File: config.mk
export PLATFORM = sky130hd
export DESIGN_NAME = circular_bitmap_block_allocator
export DESIGN_NICKNAME = d
export VERILOG_FILES = /design/src/hw/rtl/cbba_pkg.sv /design/src/hw/rtl/cbba_ram.sv /design/src/hw/rtl/cbba_seq.sv /design/src/hw/rtl/circular_bitmap_block_allocator.sv
export SDC_FILE = /design/constraint.sdc
export NUM_CORES = 1
export LEC_CHECK = 0
export ABC_AREA = 1
export BUFFER_PORTS_ARGS = -buffer_cell sky130_fd_sc_hd__clkbuf_2
export CORE_ASPECT_RATIO = 0.5
export CORE_MARGIN = 2
export CORE_UTILIZATION = 25
export CTS_CLUSTER_DIAMETER = 120
export DETAILED_ROUTE_END_ITERATION = 6
export SYNTH_ARGS = -nofsm -noshare
export SYNTH_HDL_FRONTEND = slang
export SYNTH_HIERARCHICAL = 1
export SYNTH_SLANG_ARGS = --single-unit
File: constraint.sdc
create_clock -name aclk -period 5.67 [get_ports aclk]
set_input_delay 0.567 -clock aclk [delete_from_list [all_inputs] [get_ports aclk]]
set_output_delay 0.567 -clock aclk [all_outputs]
set_load 0.05 [all_outputs]
File: src/hw/rtl/cbba_pkg.sv
// shared constants, codes and types of the circular bitmap block allocator
package cbba_pkg;

    localparam int MAX_BLOCKS = 64;
    localparam int BLK_W      = $clog2(MAX_BLOCKS);
    localparam int CNT_W      = $clog2(MAX_BLOCKS + 1);
    localparam int CFG_ADDR_W = 3;
    localparam int CFG_DATA_W = 32;

    // register index, taken from paddr[2]
    localparam logic REG_NUM_BLOCKS = 1'b0;

    localparam logic [CNT_W-1:0] NUM_BLOCKS_RST = CNT_W'(MAX_BLOCKS);

    // result status codes
    localparam logic [1:0] STAT_CLAIMED = 2'd0;
    localparam logic [1:0] STAT_USED    = 2'd1;
    localparam logic [1:0] STAT_NOSPACE = 2'd2;

    typedef struct packed {
        logic             valid;
        logic [BLK_W-1:0] block_index;
        logic [1:0]       status;
        logic             last;
    } result_t;

    typedef enum logic [3:0] {
        S_CLEAR = 4'b0001,
        S_IDLE  = 4'b0010,
        S_SCAN  = 4'b0100,
        S_FAIL  = 4'b1000
    } seq_state_t;

endpackage

File: src/hw/rtl/cbba_ram.sv
// generic single-write, single-read ram with registered read data
module cbba_ram #(
    parameter int WIDTH = 1,
    parameter int DEPTH = 64
) (
    input  logic                     aclk,
    input  logic                     we,
    input  logic [$clog2(DEPTH)-1:0] waddr,
    input  logic [WIDTH-1:0]         wdata,
    input  logic                     re,
    input  logic [$clog2(DEPTH)-1:0] raddr,
    output logic [WIDTH-1:0]         rdata
);

    logic [WIDTH-1:0] mem [DEPTH];
    logic [WIDTH-1:0] rdata_reg;

    always_ff @(posedge aclk) begin
        if (we) begin
            mem[waddr] <= wdata;
        end
        if (re) begin
            rdata_reg <= mem[raddr];
        end
    end

    assign rdata = rdata_reg;

endmodule

File: src/hw/rtl/cbba_seq.sv
// allocation sequencer: clearing pass, start check and circular scan over the bitmap ram
module cbba_seq (
    input  logic                       aclk,
    input  logic                       aresetn,
    input  logic [cbba_pkg::CNT_W-1:0] nb_eff,
    input  logic                       s_valid,
    output logic                       s_ready,
    input  logic [cbba_pkg::BLK_W-1:0] s_first_block,
    input  logic [cbba_pkg::CNT_W-1:0] s_file_length,
    input  logic                       out_free,
    output cbba_pkg::result_t          res
);

    cbba_pkg::seq_state_t state_reg, state_next;

    logic [cbba_pkg::BLK_W-1:0] clr_reg, clr_next;
    logic [cbba_pkg::BLK_W-1:0] rd_pos_reg, rd_pos_next;
    logic [cbba_pkg::CNT_W-1:0] len_reg, len_next;
    logic [cbba_pkg::CNT_W-1:0] cnt_reg, cnt_next;
    logic [cbba_pkg::CNT_W-1:0] vis_reg, vis_next;
    logic                       first_reg, first_next;

    logic                       we;
    logic [cbba_pkg::BLK_W-1:0] waddr;
    logic                       wdata;
    logic                       re;
    logic [cbba_pkg::BLK_W-1:0] raddr;
    logic                       rdata;

    logic [cbba_pkg::CNT_W-1:0] pos_inc;
    logic [cbba_pkg::BLK_W-1:0] pos_wrap;
    logic [cbba_pkg::CNT_W-1:0] cnt_new;
    logic [cbba_pkg::CNT_W-1:0] vis_new;
    logic                       reject;
    logic                       claim;

    cbba_ram #(
        .WIDTH (1),
        .DEPTH (cbba_pkg::MAX_BLOCKS)
    ) u_map (
        .aclk  (aclk),
        .we    (we),
        .waddr (waddr),
        .wdata (wdata),
        .re    (re),
        .raddr (raddr),
        .rdata (rdata)
    );

    assign s_ready = (state_reg == cbba_pkg::S_IDLE);

    always_comb begin
        pos_inc  = {1'b0, rd_pos_reg} + cbba_pkg::CNT_W'(1);
        pos_wrap = (pos_inc >= nb_eff) ? '0 : pos_inc[cbba_pkg::BLK_W-1:0];
        reject   = first_reg && (({1'b0, rd_pos_reg} >= nb_eff) || rdata);
        claim    = !rdata;
        cnt_new  = cnt_reg + cbba_pkg::CNT_W'(claim);
        vis_new  = vis_reg + cbba_pkg::CNT_W'(1);
    end

    always_comb begin
        state_next  = state_reg;
        clr_next    = clr_reg;
        rd_pos_next = rd_pos_reg;
        len_next    = len_reg;
        cnt_next    = cnt_reg;
        vis_next    = vis_reg;
        first_next  = first_reg;
        we          = 1'b0;
        waddr       = rd_pos_reg;
        wdata       = 1'b1;
        re          = 1'b0;
        raddr       = pos_wrap;
        res         = '0;
        case (state_reg)
            cbba_pkg::S_CLEAR: begin
                we       = 1'b1;
                waddr    = clr_reg;
                wdata    = 1'b0;
                clr_next = clr_reg + cbba_pkg::BLK_W'(1);
                if (clr_reg == cbba_pkg::BLK_W'(cbba_pkg::MAX_BLOCKS - 1)) begin
                    state_next = cbba_pkg::S_IDLE;
                end
            end
            cbba_pkg::S_IDLE: begin
                if (s_valid) begin
                    re          = 1'b1;
                    raddr       = s_first_block;
                    rd_pos_next = s_first_block;
                    first_next  = 1'b1;
                    cnt_next    = '0;
                    vis_next    = '0;
                    if (s_file_length == '0) begin
                        len_next = cbba_pkg::CNT_W'(1);
                    end else if (s_file_length > cbba_pkg::CNT_W'(cbba_pkg::MAX_BLOCKS)) begin
                        len_next = cbba_pkg::CNT_W'(cbba_pkg::MAX_BLOCKS);
                    end else begin
                        len_next = s_file_length;
                    end
                    state_next = cbba_pkg::S_SCAN;
                end
            end
            cbba_pkg::S_SCAN: begin
                if (reject) begin
                    if (out_free) begin
                        res        = '{1'b1, '0, cbba_pkg::STAT_USED, 1'b1};
                        state_next = cbba_pkg::S_IDLE;
                    end
                end else if (!claim || out_free) begin
                    // a used block is skipped even while the output stalls
                    if (claim) begin
                        we  = 1'b1;
                        res = '{1'b1, rd_pos_reg, cbba_pkg::STAT_CLAIMED, cnt_new == len_reg};
                    end
                    cnt_next   = cnt_new;
                    vis_next   = vis_new;
                    first_next = 1'b0;
                    if (cnt_new < len_reg && vis_new < nb_eff) begin
                        re          = 1'b1;
                        rd_pos_next = pos_wrap;
                    end else if (cnt_new < len_reg) begin
                        state_next = cbba_pkg::S_FAIL;
                    end else begin
                        state_next = cbba_pkg::S_IDLE;
                    end
                end
            end
            cbba_pkg::S_FAIL: begin
                if (out_free) begin
                    res        = '{1'b1, '0, cbba_pkg::STAT_NOSPACE, 1'b1};
                    state_next = cbba_pkg::S_IDLE;
                end
            end
            default: begin
                state_next = cbba_pkg::S_CLEAR;
            end
        endcase
    end

    always_ff @(posedge aclk) begin
        if (!aresetn) begin
            state_reg <= cbba_pkg::S_CLEAR;
            clr_reg   <= '0;
            first_reg <= 1'b0;
        end else begin
            state_reg <= state_next;
            clr_reg   <= clr_next;
            first_reg <= first_next;
        end
    end

    always_ff @(posedge aclk) begin
        rd_pos_reg <= rd_pos_next;
        len_reg    <= len_next;
        cnt_reg    <= cnt_next;
        vis_reg    <= vis_next;
    end

endmodule

File: src/hw/rtl/circular_bitmap_block_allocator.sv
// top level: apb register, allocation sequencer and result output register
//
// Takes allocation requests (first_block, file_length) on the s_ valid/ready
// channel and returns one beat per claimed block on the m_ channel, in chain
// order, with last on the final beat. A used or out-of-range start block gives
// a single status 1 beat; a full circle without enough free blocks gives the
// claimed beats and then a status 2 beat. num_blocks (APB, address 0) sets
// where the scan wraps; write it only while the block is idle.
// One request at a time: s_ready is high only between requests. The single
// read port of the bitmap ram is read once per visited block. The start block
// is read in the accepting cycle and each beat passes through the output
// register. Results sit in one output register; while it is held by a low
// m_ready the scan pauses at the next free block and skips used ones.
// After reset the bitmap ram is cleared one entry a cycle, all 64 entries,
// with s_ready low; num_blocks returns to 64 at once.
module circular_bitmap_block_allocator (
    input  logic                            aclk,
    input  logic                            aresetn,
    input  logic                            psel,
    input  logic                            penable,
    input  logic                            pwrite,
    input  logic [cbba_pkg::CFG_ADDR_W-1:0] paddr,
    input  logic [cbba_pkg::CFG_DATA_W-1:0] pwdata,
    output logic [cbba_pkg::CFG_DATA_W-1:0] prdata,
    output logic                            pready,
    input  logic                            s_valid,
    output logic                            s_ready,
    input  logic [5:0]                      s_first_block,
    input  logic [6:0]                      s_file_length,
    output logic                            m_valid,
    input  logic                            m_ready,
    output logic [5:0]                      m_block_index,
    output logic [1:0]                      m_status,
    output logic                            m_last
);

    logic [cbba_pkg::CNT_W-1:0] num_blocks_reg;
    logic [cbba_pkg::CNT_W-1:0] nb_eff;
    logic                       reg_sel;

    logic                       m_valid_reg;
    logic [cbba_pkg::BLK_W-1:0] block_index_reg;
    logic [1:0]                 status_reg;
    logic                       last_reg;

    logic                       out_free;
    cbba_pkg::result_t          res;

    assign pready  = 1'b1;
    assign reg_sel = (paddr[2] == cbba_pkg::REG_NUM_BLOCKS);
    assign prdata  = reg_sel ? cbba_pkg::CFG_DATA_W'(num_blocks_reg) : '0;

    always_ff @(posedge aclk) begin
        if (!aresetn) begin
            num_blocks_reg <= cbba_pkg::NUM_BLOCKS_RST;
        end else if (psel && penable && pwrite && pready && reg_sel) begin
            num_blocks_reg <= pwdata[cbba_pkg::CNT_W-1:0];
        end
    end

    // zero acts as one, anything above the bitmap size as the full size
    always_comb begin
        if (num_blocks_reg == '0) begin
            nb_eff = cbba_pkg::CNT_W'(1);
        end else if (num_blocks_reg > cbba_pkg::CNT_W'(cbba_pkg::MAX_BLOCKS)) begin
            nb_eff = cbba_pkg::CNT_W'(cbba_pkg::MAX_BLOCKS);
        end else begin
            nb_eff = num_blocks_reg;
        end
    end

    assign out_free = !m_valid_reg || m_ready;

    cbba_seq u_seq (
        .aclk          (aclk),
        .aresetn       (aresetn),
        .nb_eff        (nb_eff),
        .s_valid       (s_valid),
        .s_ready       (s_ready),
        .s_first_block (s_first_block),
        .s_file_length (s_file_length),
        .out_free      (out_free),
        .res           (res)
    );

    always_ff @(posedge aclk) begin
        if (!aresetn) begin
            m_valid_reg <= 1'b0;
        end else if (res.valid) begin
            m_valid_reg <= 1'b1;
        end else if (m_ready) begin
            m_valid_reg <= 1'b0;
        end
    end

    always_ff @(posedge aclk) begin
        if (res.valid) begin
            block_index_reg <= res.block_index;
            status_reg      <= res.status;
            last_reg        <= res.last;
        end
    end

    assign m_valid       = m_valid_reg;
    assign m_block_index = block_index_reg;
    assign m_status      = status_reg;
    assign m_last        = last_reg;

endmodule

Word level (Yosys, flattened, before mapping):

Memories as Yosys holds them, arrays and structs flattened. A register that Yosys moved wholly into a read port is not among the register bits.
Index checks and enable logic that the tools add are counted.
Widths: inputs -> output; s select.

* $add $sub $neg: 4
* $lt $le $gt $ge: 6
* equality and inequality tests: 13
* multiplexer cells: 52
* bitwise gates (word level): 1
* reduce and logical (&&, ||, !) cells: 19

Operator list (number)
* $mux 7: 9
* $mux 10: 5
* $mux 6: 8
* $mux 4: 7
* $pmux 7 s2: 2
* $pmux 10 s2: 1
* $pmux 4 s4: 1
* $mux 1: 15
* $gt 7x7->1 const B: 2
* $logic_not 7->1: 2
* $lt 7x7->1: 2
* $pmux 6 s2: 1
* $reduce_and 4->1: 2
* $add 6x1->7 const B: 1
* $add 7x1->7: 1
* $add 7x1->7 const B: 1
* $eq 7x7->1: 1
* $ge 6x7->1: 1
* $ge 7x7->1: 1
* $add 6x1->6 const B: 1
* $eq 6x6->1 const B: 1
* $ne 2x1->1 const B: 3
* $pmux 1 s2: 3
* $logic_and 1x1->1: 5
* 14 further kinds: 19

* bits in registers: 55
* bits in writable memories: 64
* input bits: 55
* output and inout bits: 44
* memories: 1

Memories
* u_seq.u_map.mem: depth 64, width 1, read ports 1, clocked after Yosys merged registers in 1, wr ports 1, line cbba_ram.sv:15 `logic [WIDTH-1:0] mem [DEPTH];`

Depth between registers and ports, before layout:

* word-level depth: 10
* gate-level depth with buffers: 25
* depth with buffers taken out: 23

Hierarchy:

Netlist, hierarchy kept.

By module, submodules not included
* cbba_ram: instances 1, cells each 314, area each 3055.4 µm², seq. area each 1951.9 µm²
* cbba_seq: instances 1, cells each 386, area each 2899.0 µm², seq. area each 1031.0 µm²
* circular_bitmap_block_allocator: instances 1, cells each 113, area each 955.9 µm², seq. area each 430.4 µm²

Least setup slack after synthesis:

No wires, ideal clock.

* path kind: register to register
* start: register u_seq/rd_pos_reg[0] in the netlist's numbering
* end: register u_seq.u_map.rdata_reg, in the netlist u_seq/u_map/rdata, read port of u_seq.u_map.mem, data pin
* arrival: 2785 ps
* data required time: 5417 ps
* setup slack: 2632 ps
* cell stages (with the launch flop): 24
* path buffers: 2
* clock period less this slack: 3038 ps
* cell sequence: edfxtp_1 ha_1 nand3_1 xor2_1 inv_1 ha_1 a21oi_1 o21ai_0 a21oi_1 nand2_1 nor2_1 nand2_1 o21ai_0 buf_6 inv_6 buf_6 nand2_1 nand3_1 nand3_1 nand2_1 nand2_1 nand3_1 nand3_1 nand2_1

* cells in the longest elaborated chain, start to end: 5
* elaborated cells on any way between the ends: 10
* those cells by class: 1 x add/sub; 2 x order compare; 5 x mux; 2 x reduce/logical

Ends and longest elaborated chain
* start: declaration: line cbba_seq.sv:17 `logic [cbba_pkg::BLK_W-1:0] rd_pos_reg, rd_pos_next;`
* start signal: assignment: line cbba_seq.sv:153 `rd_pos_reg <= rd_pos_next;`
* $add 6x1->7 *: line cbba_seq.sv:53 `pos_inc = {1'b0, rd_pos_reg} + cbba_pkg::CNT_W'(1);`
* $ge 7x7->1: line cbba_seq.sv:54 `pos_wrap = (pos_inc >= nb_eff) ? '0 : pos_inc[cbba_pkg::BLK_W-1:0];`
* $mux 6 *: line cbba_seq.sv:54
* $mux 6: line cbba_seq.sv:86 `if (s_valid) begin`
* $mux 6 *: line cbba_seq.sv:75 `case (state_reg)`
* named net u_seq.raddr, one bit: line cbba_seq.sv:27 `logic [cbba_pkg::BLK_W-1:0] raddr;`
* end: declaration: line cbba_ram.sv:16 `logic [WIDTH-1:0] rdata_reg;`

The timed path passes the listed nets; every way through them passes the cells marked *.
A chain may end at the register's enable or synchronous reset.

Worst setup path after layout:

* start: register u_seq/rd_pos_reg[1] in the netlist's numbering
* end: register u_seq.u_map.rdata_reg, in the netlist u_seq/u_map/rdata, read port of u_seq.u_map.mem, data pin

* cells in the longest elaborated chain, start to end: 5
* elaborated cells on any way between the ends: 10
* those cells by class: 1 x add/sub; 2 x order compare; 5 x mux; 2 x reduce/logical

Ends and longest elaborated chain (line)
* $add 6x1->7 *: cbba_seq.sv:53
* $ge 7x7->1 *: cbba_seq.sv:54
* $mux 6 *: cbba_seq.sv:54
* $mux 6: cbba_seq.sv:86
* $mux 6 *: cbba_seq.sv:75
* named net u_seq.raddr, one bit: cbba_seq.sv:27

Marked as above.

==> results.py <==
metrics = {
    "drt": {
        "vias_per_cell": 4.43,
        "drc": 0,
        "wl_per_cell_um": 13.4,
        "drt_iter0_markers": 388,
        "dr.pass1.iters": 5,
        "ant_nets": 0,
        "drt_wl_total_um": 16400,
        "vias": 5410,
    },
    "global_routing": {
        "grt_pass1_vias": 5169,
        "grt_usage": 0.118,
        "grt_max_degree": 47,
        "grt_pass1_wl_um": 26200,
        "grt_antenna_before_repair": 0,
        "grt_overflow": 0,
    },
    "critical_path": {
        "critPathLaunchType": "register",
        "crit_top_cell": "nand2_1",
        "crit_path_top_delay_cell": "edfxtp_1",
        "crit_required_ns": 5.82,
        "path_buf_inv": 2,
        "critPathCaptureType": "register",
        "worstPathArrival_ns": 4.13,
        "path_max_fanout": 33,
        "crit_chain": "ha_1, nand3_1, xor2_1, inv_1, ha_1, a21oi_1, o21ai_0, a21oi_1, nand2_1, nor2_1, nand2_1, o21ai_4, inv_6, nand2_1, nand3_1, nand3_1, nand2_1, nand2_1, nand3_1, nand3_1, nand2_1",
        "crit_type": "register to register",
        "cpPeakStageDelay_ns": 0.48,
        "crit_family": "simple AND/OR/NAND/NOR gates",
    },
    "synthesis": {
        "synth_compound_area_frac": 0.0411,
        "ys_seq_elements": 120,
        "syn-cell-area_mm2": 0.00691,
        "synthCells": 813,
        "synth_edf_count": 101,
        "synth_mux_area_frac": 0,
        "synthSimpleGateAreaFrac": 0.280,
        "synth_top_family_by_area": "simple AND/OR/NAND/NOR gates",
        "synth_ff_type": "edfxtp_1",
        "avgSynthCellArea_um2": 8.50,
        "synthAdderAreaFrac": 0.0579,
        "synth-xor-area-share": 0.0152,
        "synth.yosys.seq_area_share": 0.494,
        "yosys_warnings": 6,
        "ys_types": 39,
        "async_flop_share": 0,
    },
    "clock_tree": {
        "cts_setup_buffers": 0,
        "cts_sinks": 120,
        "cts_tree": "yes",
        "htreeDepth": 4,
        "numCtsBuffers": 17,
        "clk_path_buf_depth": 2,
        "cts_hold_buf": 0,
        "clk_pin_slew_ns": 0.06,
        "clk_latency_ns": 0.43,
        "cts.repair.resized": 0,
        "clock-root-buffer": "clkbuf_16",
    },
    "cells_and_area": {
        "fin_nets": 943,
        "fill_cells": 2794,
        "antenna_cells": 0,
        "regMostFlops": "u_seq/u_map/mem",
        "largest_reg_flops": 64,
        "layout-drive-gt1-share": 0.127,
        "syn2layout_area_growth_pct": 14.6,
        "post-route-cell-area_mm2": 0.00792,
    },
    "floorplanning": {
        "start_util": 0.258,
        "coreArea_mm2": 0.0268,
        "std_cell_rows": 42,
        "pin_count": 99,
        "die-height_um": 122,
        "dieWidth_um": 239,
        "dieArea_mm2": 0.0291,
    },
    "timing": {
        "rsz0062_at_grt": "false",
        "worst_slew_pin_slew_ns": 0.967,
        "slew_violations": 0,
        "fin_skew_ns": 0.0122,
        "final-hold-violation-count": 0,
        "relSlewSlack": 0.353,
        "setup_viol_count_final": 0,
        "fin_hold_ws_ns": 0.348,
        "fin_setup_tns_ns": 0,
        "fin_crit_ns": 3.98,
        "max_freq_mhz": 251,
        "final.period_utilization": 0.702,
    },
    "status": {
        "outcome": "completed",
    },
    "placement": {
        "dp_hpwl_um": 11900,
        "dpl-instance-area_mm2": 0.00734,
        "gp_congestion": 0.870,
        "io_buffers": 45,
    },
    "power": {
        "power.leakage_nw": 3.33,
        "power_density_mw_per_mm2": 296,
        "irDropWorstVdd_mv": 0.217,
    },
    "flow_run": {
        "cap_violations": 0,
    },
    "min_path": {
        "hp-class": "input port to register",
    },
}
## path summary, 6_finish.rpt
kind,slack [ns],cells past startpoint,from,to
worst min-delay path,0.35,1,s_file_length[6],u_seq/len_reg[6]
worst max register to register,1.69,21,u_seq/rd_pos_reg[1],u_seq/u_map/rdata
worst min register to register,0.50,2,u_seq/clr_reg[1],u_seq/clr_reg[1]
worst max-delay path,1.69,21,u_seq/rd_pos_reg[1],u_seq/u_map/rdata
## metrics by stage
stage                     utilization  cells  worst slack [ns]  total power (W)
final                           0.296   1221              1.69          0.00235
after global routing            0.296   1221              1.30          0.00245
after CTS                       0.296   1221              1.72          0.00237
after detailed placement        0.274   1189              1.73          0.00132
after global placement          0.274   1189              1.79          0.00131
after floorplan                     -    837              2.63          0.00125
## worst register-to-register path, stage by stage (launching register included)
cell      delay, ns
edfxtp_1       0.48
ha_1           0.26
nand3_1        0.13
xor2_1         0.21
inv_1          0.07
ha_1           0.30
a21oi_1        0.17
o21ai_0        0.09
a21oi_1        0.15
nand2_1        0.14
nor2_1         0.16
nand2_1        0.11
o21ai_4        0.37
inv_6          0.27
nand2_1        0.16
nand3_1        0.08
nand3_1        0.12
nand2_1        0.10
nand2_1        0.07
nand3_1        0.07
nand3_1        0.07
nand2_1        0.13
## Yosys cell counts (all sizes together), types with 2 or more instances
master  count  area share
nand4      14       0.013
o21ai      21       0.015
edfxtp    101        0.44
ha         32       0.058
dfxtp      19       0.055
a21oi      22       0.018
a21o        2      0.0022
nand2     169       0.094
clkbuf      3      0.0016
o31ai       2      0.0022
xor2       12       0.015
nor4        5      0.0045
inv       104       0.057
nand3b      9      0.0098
nor2      149       0.086
buf        45       0.050
conb        2      0.0011
nor3       12      0.0094
nand3      84       0.063
## where the power goes
| group | internal (W) | total (W) | switching (W) | leakage [nW] |
|---|---|---|---|---|
| combinational | 0.0000578 | 0.000294 | 0.000237 | 1.95 |
| sequential | 0.000994 | 0.00101 | 0.0000119 | 1.10 |
| clock | 0.000586 | 0.00105 | 0.000460 | 0.280 |
## cell usage in the layout, fill, tap and decap left out, types with 2 or more instances in the layout
cell        instances
dfxtp_1            19
inv_8               6
nor2_2              5
nand2_1           165
edfxtp_1          101
clkbuf_16          17
inv_1              94
ha_1               32
buf_4               3
clkinv_4            2
o31ai_1             2
clkbuf_2           45
nor2_1            142
a21oi_2             3
nor3_1             11
a21o_1              2
nand3_1            82
nand2_2             3
inv_2               9
clkinvlp_4          2
nand4_1            14
a21oi_1            19
xor2_1             12
inv_6               6
nor4_1              5
nand3b_1            9
o21ai_0            19
conb_1             26
## final cells by class
type	instances	area [µm²]	area share
clock buffer	17	425	0.0537
tap	352	440	0.0556
clock inverter	15	151	0.0191
multi-input combinational	564	2840	0.358
timing repair buffer	48	248	0.0313
inverter	105	404	0.0510
sequential	120	3410	0.431
## cells by family after synthesis
kind of cell	Yosys count
AND/OR/NAND/NOR	443
buffers and inverters	153
flip-flops	120
AO/OA/AOI/OAI	51
adder cells (fa/ha/maj)	32
XOR/XNOR	12
other	2
## routing by layer
| layer | vias up | track usage | part of all wire |
|---|---|---|---|
| li1 | 2714 | - | - |
| met1 | 2516 | 0.143 | 0.44 |
| met2 | 145 | 0.197 | 0.47 |
| met3 | 35 | 0.0308 | 0.051 |
| met4 | 0 | 0.0629 | 0.038 |
| met5 | - | 0 | 0 |
No activity file was read; power rests on OpenSTA's default activity.
